File: src/tcw_pkg.sv
// ----------------------------------------------------------------------------
// tcw_pkg
// Shared constants, payload types and controller/datapath signal groups for
// the text console writer.
// ----------------------------------------------------------------------------
`default_nettype none

package tcw_pkg;

	localparam int ROWS      = 25;
	localparam int COLS      = 80;
	localparam int CELLS     = ROWS * COLS;
	localparam int LAST_ROW  = CELLS - COLS;
	localparam int ADDR_W    = $clog2(CELLS);
	localparam int COL_W     = $clog2(COLS);
	localparam int ROW_W     = $clog2(ROWS);
	localparam int LIN_SHIFT = 17;
	localparam int LIN_RECIP = (1 << LIN_SHIFT) / COLS + 1;

	localparam logic [7:0] TEXT_ATTR = 8'h07;
	localparam logic [7:0] LINE_FEED = 8'h0A;
	localparam logic [7:0] SPACE     = 8'h20;

	typedef enum logic [2:0] {
		OP_PUT_RAW  = 3'd0,
		OP_PUT_TEXT = 3'd1,
		OP_PUT_AT   = 3'd2,
		OP_MOVE_RC  = 3'd3,
		OP_MOVE_LIN = 3'd4,
		OP_READ     = 3'd5
	} op_t;

	typedef struct packed {
		logic [2:0]  opcode;
		logic [7:0]  char_code;
		logic [7:0]  attr;
		logic [4:0]  row;
		logic [6:0]  col;
		logic [10:0] position;
	} req_t;

	typedef struct packed {
		logic [10:0] cursor_pos;
		logic [7:0]  cell_char;
		logic [7:0]  cell_attr;
		logic        ignored;
	} rsp_t;

	typedef struct packed {
		logic load_req;
		logic exec;
		logic rd_capture;
		logic mod_step;
		logic copy_step;
		logic flush;
		logic blank_step;
		logic clear_step;
		logic load_out;
	} dp_cmd_t;

	typedef struct packed {
		logic scroll;
		logic read;
		logic modulo;
		logic copy_last;
		logic fill_last;
		logic out_free;
	} dp_sts_t;

	typedef enum logic [8:0] {
		ST_CLEAR  = 9'b000000001,
		ST_IDLE   = 9'b000000010,
		ST_EXEC   = 9'b000000100,
		ST_RDWAIT = 9'b000001000,
		ST_MODDIV = 9'b000010000,
		ST_COPY   = 9'b000100000,
		ST_FLUSH  = 9'b001000000,
		ST_BLANK  = 9'b010000000,
		ST_DONE   = 9'b100000000
	} state_t;

endpackage

`default_nettype wire

File: src/tcw_ctrl.sv
// ----------------------------------------------------------------------------
// tcw_ctrl
// Sequencer: clearing pass, request execution, read wait, column recovery,
// scroll copy and bottom-row blanking, result hand-off.
// ----------------------------------------------------------------------------
`default_nettype none

module tcw_ctrl (
	input  wire               clk,
	input  wire               arst_n,
	input  wire               req_valid,
	output logic              req_stall,
	input  tcw_pkg::dp_sts_t  sts,
	output tcw_pkg::dp_cmd_t  cmd
);
	import tcw_pkg::*;

	state_t state_q;
	state_t state_d;

	always_comb begin
		state_d = state_q;
		cmd     = '0;
		case (state_q)
			ST_CLEAR: begin
				cmd.clear_step = 1'b1;
				if (sts.fill_last) state_d = ST_IDLE;
			end
			ST_IDLE: begin
				if (req_valid) begin
					cmd.load_req = 1'b1;
					state_d      = ST_EXEC;
				end
			end
			ST_EXEC: begin
				cmd.exec = 1'b1;
				if (sts.scroll)      state_d = ST_COPY;
				else if (sts.read)   state_d = ST_RDWAIT;
				else if (sts.modulo) state_d = ST_MODDIV;
				else                 state_d = ST_DONE;
			end
			ST_RDWAIT: begin
				cmd.rd_capture = 1'b1;
				state_d        = ST_DONE;
			end
			ST_MODDIV: begin
				cmd.mod_step = 1'b1;
				state_d      = ST_DONE;
			end
			ST_COPY: begin
				cmd.copy_step = 1'b1;
				if (sts.copy_last) state_d = ST_FLUSH;
			end
			ST_FLUSH: begin
				cmd.flush = 1'b1;
				state_d   = ST_BLANK;
			end
			ST_BLANK: begin
				cmd.blank_step = 1'b1;
				if (sts.fill_last) state_d = ST_DONE;
			end
			ST_DONE: begin
				if (sts.out_free) begin
					cmd.load_out = 1'b1;
					state_d      = ST_IDLE;
				end
			end
			default: state_d = ST_IDLE;
		endcase
	end

	always_ff @(posedge clk or negedge arst_n) begin
		if (!arst_n) begin
			state_q <= ST_CLEAR;
		end else begin
			state_q <= state_d;
		end
	end

	assign req_stall = (state_q != ST_IDLE);

endmodule

`default_nettype wire

File: config.mk
export PLATFORM = sky130hd
export DESIGN_NAME = tcw_ctrl
export DESIGN_NICKNAME = d
export VERILOG_FILES = /design/src/tcw_pkg.sv /design/src/tcw_ctrl.sv
export SDC_FILE = /design/constraint.sdc
export NUM_CORES = 1
export LEC_CHECK = 0
export BUFFER_PORTS_ARGS = -buffer_cell sky130_fd_sc_hd__clkbuf_2
export CORE_AREA = 3 3 40 42
export DETAILED_ROUTE_END_ITERATION = 6
export DIE_AREA = 0 0 43 45
export PLACE_DENSITY = 0.72
export SYNTH_ARGS = -nofsm -noshare
export SYNTH_HDL_FRONTEND = slang
export SYNTH_SLANG_ARGS = --single-unit
File: constraint.sdc
create_clock -name clk -period 1.75 [get_ports clk]
set_input_delay 0.35 -clock clk [delete_from_list [all_inputs] [get_ports clk]]
set_output_delay 0.35 -clock clk [all_outputs]
set_load 0.1 [all_outputs]
# Word level (Yosys, flattened, before mapping)
# Index checks and enable logic that the tools add are counted.
# totals
rom_bits	0
ramBits	0
latchBits	0
regBits	9
output_inout_bits	10
inputBits	9
mem_count	0
elab_cells	38
# op_classes
magnitude_cmp	0
n_mul	0
muxes	20
n_addsub	0
n_div	0
bitwise_logic	0
eq_ne	15
reduce_logical	2
n_shift	0
# ops
cell	n
2-to-1 mux 9 bit	8
one-hot mux 9 bit (8 select lines)	1
2-to-1 mux 1 bit	11
inequality test 2 bit, second input constant	5
== test 9 x 1 -> 1 bit, second input constant	1
== test 9 x 2 -> 1 bit, second input constant	1
== test 9 x 3 -> 1 bit, second input constant	1
== test 9 x 4 -> 1 bit, second input constant	1
== test 9 x 5 -> 1 bit, second input constant	1
== test 9 x 6 -> 1 bit, second input constant	1
== test 9 x 7 -> 1 bit, second input constant	1
== test 9 x 8 -> 1 bit, second input constant	1
== test 9 bit, second input constant	1
inequality test 9 x 2 -> 1 bit, second input constant	1
AND reduction 5 bit	1
OR reduction 2 bit	1

# Longest topological paths before layout
# depth
ltp_word	4
mapped_depth	5
depth_no_buf	4

# Worst setup path before layout
# Ideal clock, no wire load.
# synth_path
path_kind	flip-flop to output port
from	register state_q[8]
to	output cmd[5] in the netlist's numbering
setup_slack_ps	-2622
t_required_ps	1400
path_stages_with_launch	4
n_path_buf	0
t_arrival_ps	4022
cell_sequence	dfrtp_1 nor4_4 nand2_1 nor4b_1
# synth_lines
element	line	rtl
start: declaration	tcw_ctrl.sv:18	state_t state_q;
start signal: assignment	tcw_ctrl.sv:76	state_q <= state_d;
end: declaration	tcw_ctrl.sv:14	output tcw_pkg::dp_cmd_t cmd

==> impl_results.md <==
- GRT overflow: 0
- Rows: 13
- Capturing point of the worst reg2reg path: state_q[8]
- CTS tree: built
- Share of cells above drive strength 1: 0.625
- Fin cells: 127
- Slowest stage delay, CP: approximately 430 ps
- Cells after synthesis: 67
- Drt initial violations: 24
- TritonCTS Sinks: 9
- Maximum clock path buffer count: 2
- Die Ht: between 40 and 50 µm
- Min Tclk post-route: 2020 ps
- Critical path launch point type: flop
- CP bufs+invs: 1
- Setup crit end: cmd[5]
- Post-synth top area cell: dfrtp_1
- Mapped Nets: 76
- Number of diodes: 0
- Gr usage total: 0.285
- Max FFs per register: 9
- Die width: between 40 and 50 µm
- Yosys Warn Count: 0
- Clock tree root buffer cell: clkbuf_4
- Sequential cell area fraction in the yosys report: 0.377
- Post-synthesis cell type count: 32
- First-pass GRT wire length: roughly 4 mm
- Reg2Reg Depth: 5
- Largest net degree at the start of global routing: 10
- TritonCTS Buffers: 3
- DP Cell Count: ~110
- Cell Area, Synth: ~600 µm²
- Crit path max fanout: 3
- Critical path's slowest cell: dfrtp_2
- Leak Pwr: between 0.5 and 0.6 nW
- Post-route antenna net violation count: 0
- I/O pins: 19
- Final Net Count: between 100 and 150
- Critical R2R Launch: state_q[6]
- Family with the most delay on the worst path: simple AND/OR/NAND/NOR gates
- IO buf count: 18
- Clock latency on the worst-skew pair: 260 ps
- CP Data Arrival Time: 1670 ps
- Worst path cell trace: nor4_4 -> nand2_2 -> nor4b_4 -> buf_12
- Post-DR wirelength/cell: 23.4 µm
- Crit Path Category: reg -> out
- Synth area leaders: dfrtp_1, nor2_1, dfstp_2
- DRC violations left: 0
- PwrDens: roughly 1400 mW/mm²
- Drt pass-1 iters: 4
- Final design utilization: 0.952
- # setup viols final: 10
- Fin worst setup slack: -270 ps
- CP Launch Point: state_q[8]
- Hold Crit Class: in -> reg
- Final WL: roughly 3.0 mm
- Violated checks: negative setup slack
- Area grow syn2layout: 104%
- Post-DP HPWL: approximately 1.5 mm
- Rel. slew slack: 0.785
- Vias per cell: around 6.3
- H-tree lvl count: 1
- Reg with most FFs: state_q
- Avg Cell Area, Syn: between 8 and 9 µm²
- Leading cell type in the layout, fill and taps excluded: buf_4
- Largest regs: state_q (9)
- Initial antenna violation count: 0
- Worst clock skew: between 6 and 7 ps
- Critical path depth in cells: 4
- RSZ-0062 raised after global routing: yes
- Crit share post-route: 1.15
- Worst-margin pin slew: approximately 320 ps
- Most frequent cells in the layout: buf_4, buf_12, clkbuf_2, buf_6, dfrtp_1
- Hold WS: 326 ps
- Required @ worst endpoint: 1400 ps
- Peak VDD IR: roughly 1300 µV
- Critical path endpoint category: output pin
- Initial Util: 0.467
- Max-Cap Viols: 0
- Die ar.: 0.00194 mm²
- Top cell type's share of synthesized area: 0.333
- Fmax: 495 MHz
- Number of global-route vias before repair: slightly above 800
- Clock-pin transition on the worst setup and hold timing paths: 70 ps
- Final-report hold violation count: 0
- Yosys reg bits: 9
- CORE AREA: approximately 0.0013 mm²
- Gp weighted congestion: around 0.82
- Flop-to-flop setup slack: roughly 10 ps
- Pins over their slew limit: 0
- Status: complete, but fails checks
- Vias: between 700 and 800
-- cell families after synthesis --
| logic type | count (synthesis) | share of synthesized area |
|---|---|---|
| simple gates | 44 | 0.456 |
| flops | 9 | 0.377 |
| compound gates | 8 | 0.102 |
| xor+xnor | 3 | 0.0438 |
| buf+inv | 3 | 0.0208 |
-- synthesized netlist by cell type --
cell type,number
dfrtp_1,8
nor3b_2,1
a21o_1,2
buf_2,1
nor3b_1,1
a21oi_1,1
o211ai_1,1
nor3_4,1
a21boi_1,1
nand2_1,5
o21ai_2,1
o31ai_1,1
dfstp_2,1
nor2_1,11
and3_1,1
xnor2_1,1
nor4_4,1
nand2b_2,1
nor4b_1,2
or4_1,1
o211a_1,1
nor3_1,4
nor2_2,1
xor2_1,2
nor2b_1,2
nand3_1,3
inv_1,2
nand4_1,3
nand4b_1,2
and2_1,2
nand3b_1,1
nand2b_1,1
-- power breakdown --
part           leakage (nW)  switching [mW]  internal [mW]
Sequential            0.116          0.0382          0.240
Combinational         0.407           0.778          0.553
Clock                0.0150          0.0752         0.0878
-- layout make-up --
| type | count | area, µm² |
|---|---|---|
| multi-input cells | 55 | 487 |
| inverters | 2 | 11.3 |
| flip-flops and latches | 9 | 228 |
| repair buffers | 42 | 453 |
| well taps | 15 | 18.8 |
| clock buffers | 4 | 26.3 |
| fillers | 33 | 61.3 |
-- repair_timing --
item                       4_1_cts  5_1_grt
gates resized for setup         15        8
hold buffers                     1        0
setup endpoints to repair       10       14
pin swaps                        7        8
hold endpoints to repair         8        0
setup buffers                    5        5
-- per-stage QoR --
stage	area (µm²)	worst slack [ps]	setup TNS (ps)	total power, mW
6_report	1220	-270	-2250	1.77
5_1_grt	1220	-322	-2680	1.83
4_1_cts	1160	-232	-1900	1.57
3_5_place_dp	1030	13.7	0	1.29
3_3_place_gp	1030	31.6	0	1.26
2_1_floorplan	667	-1320	-5340	0.902
-- worst min-delay path by stage --
stage,start,endpoint,slack [ps],depth (start not counted)
after CTS,sts[5],state_q[3],290,2
after floorplan,arst_n,state_q[1],50,0
after global routing,sts[5],state_q[3],340,2
after detailed placement,arst_n,state_q[1],210,1
final,sts[5],state_q[3],330,2
after global placement,arst_n,state_q[2],210,1
-- layer usage --
metal  track usage  vias to the layer above  share of wire
met5             0                        -              0
met4        0.0964                        0          0.060
met3        0.0239                       20          0.061
met2         0.572                       51           0.52
li1              -                      336              -
met1         0.312                      392           0.36
Note: power is estimated with default switching activity, not from simulation.
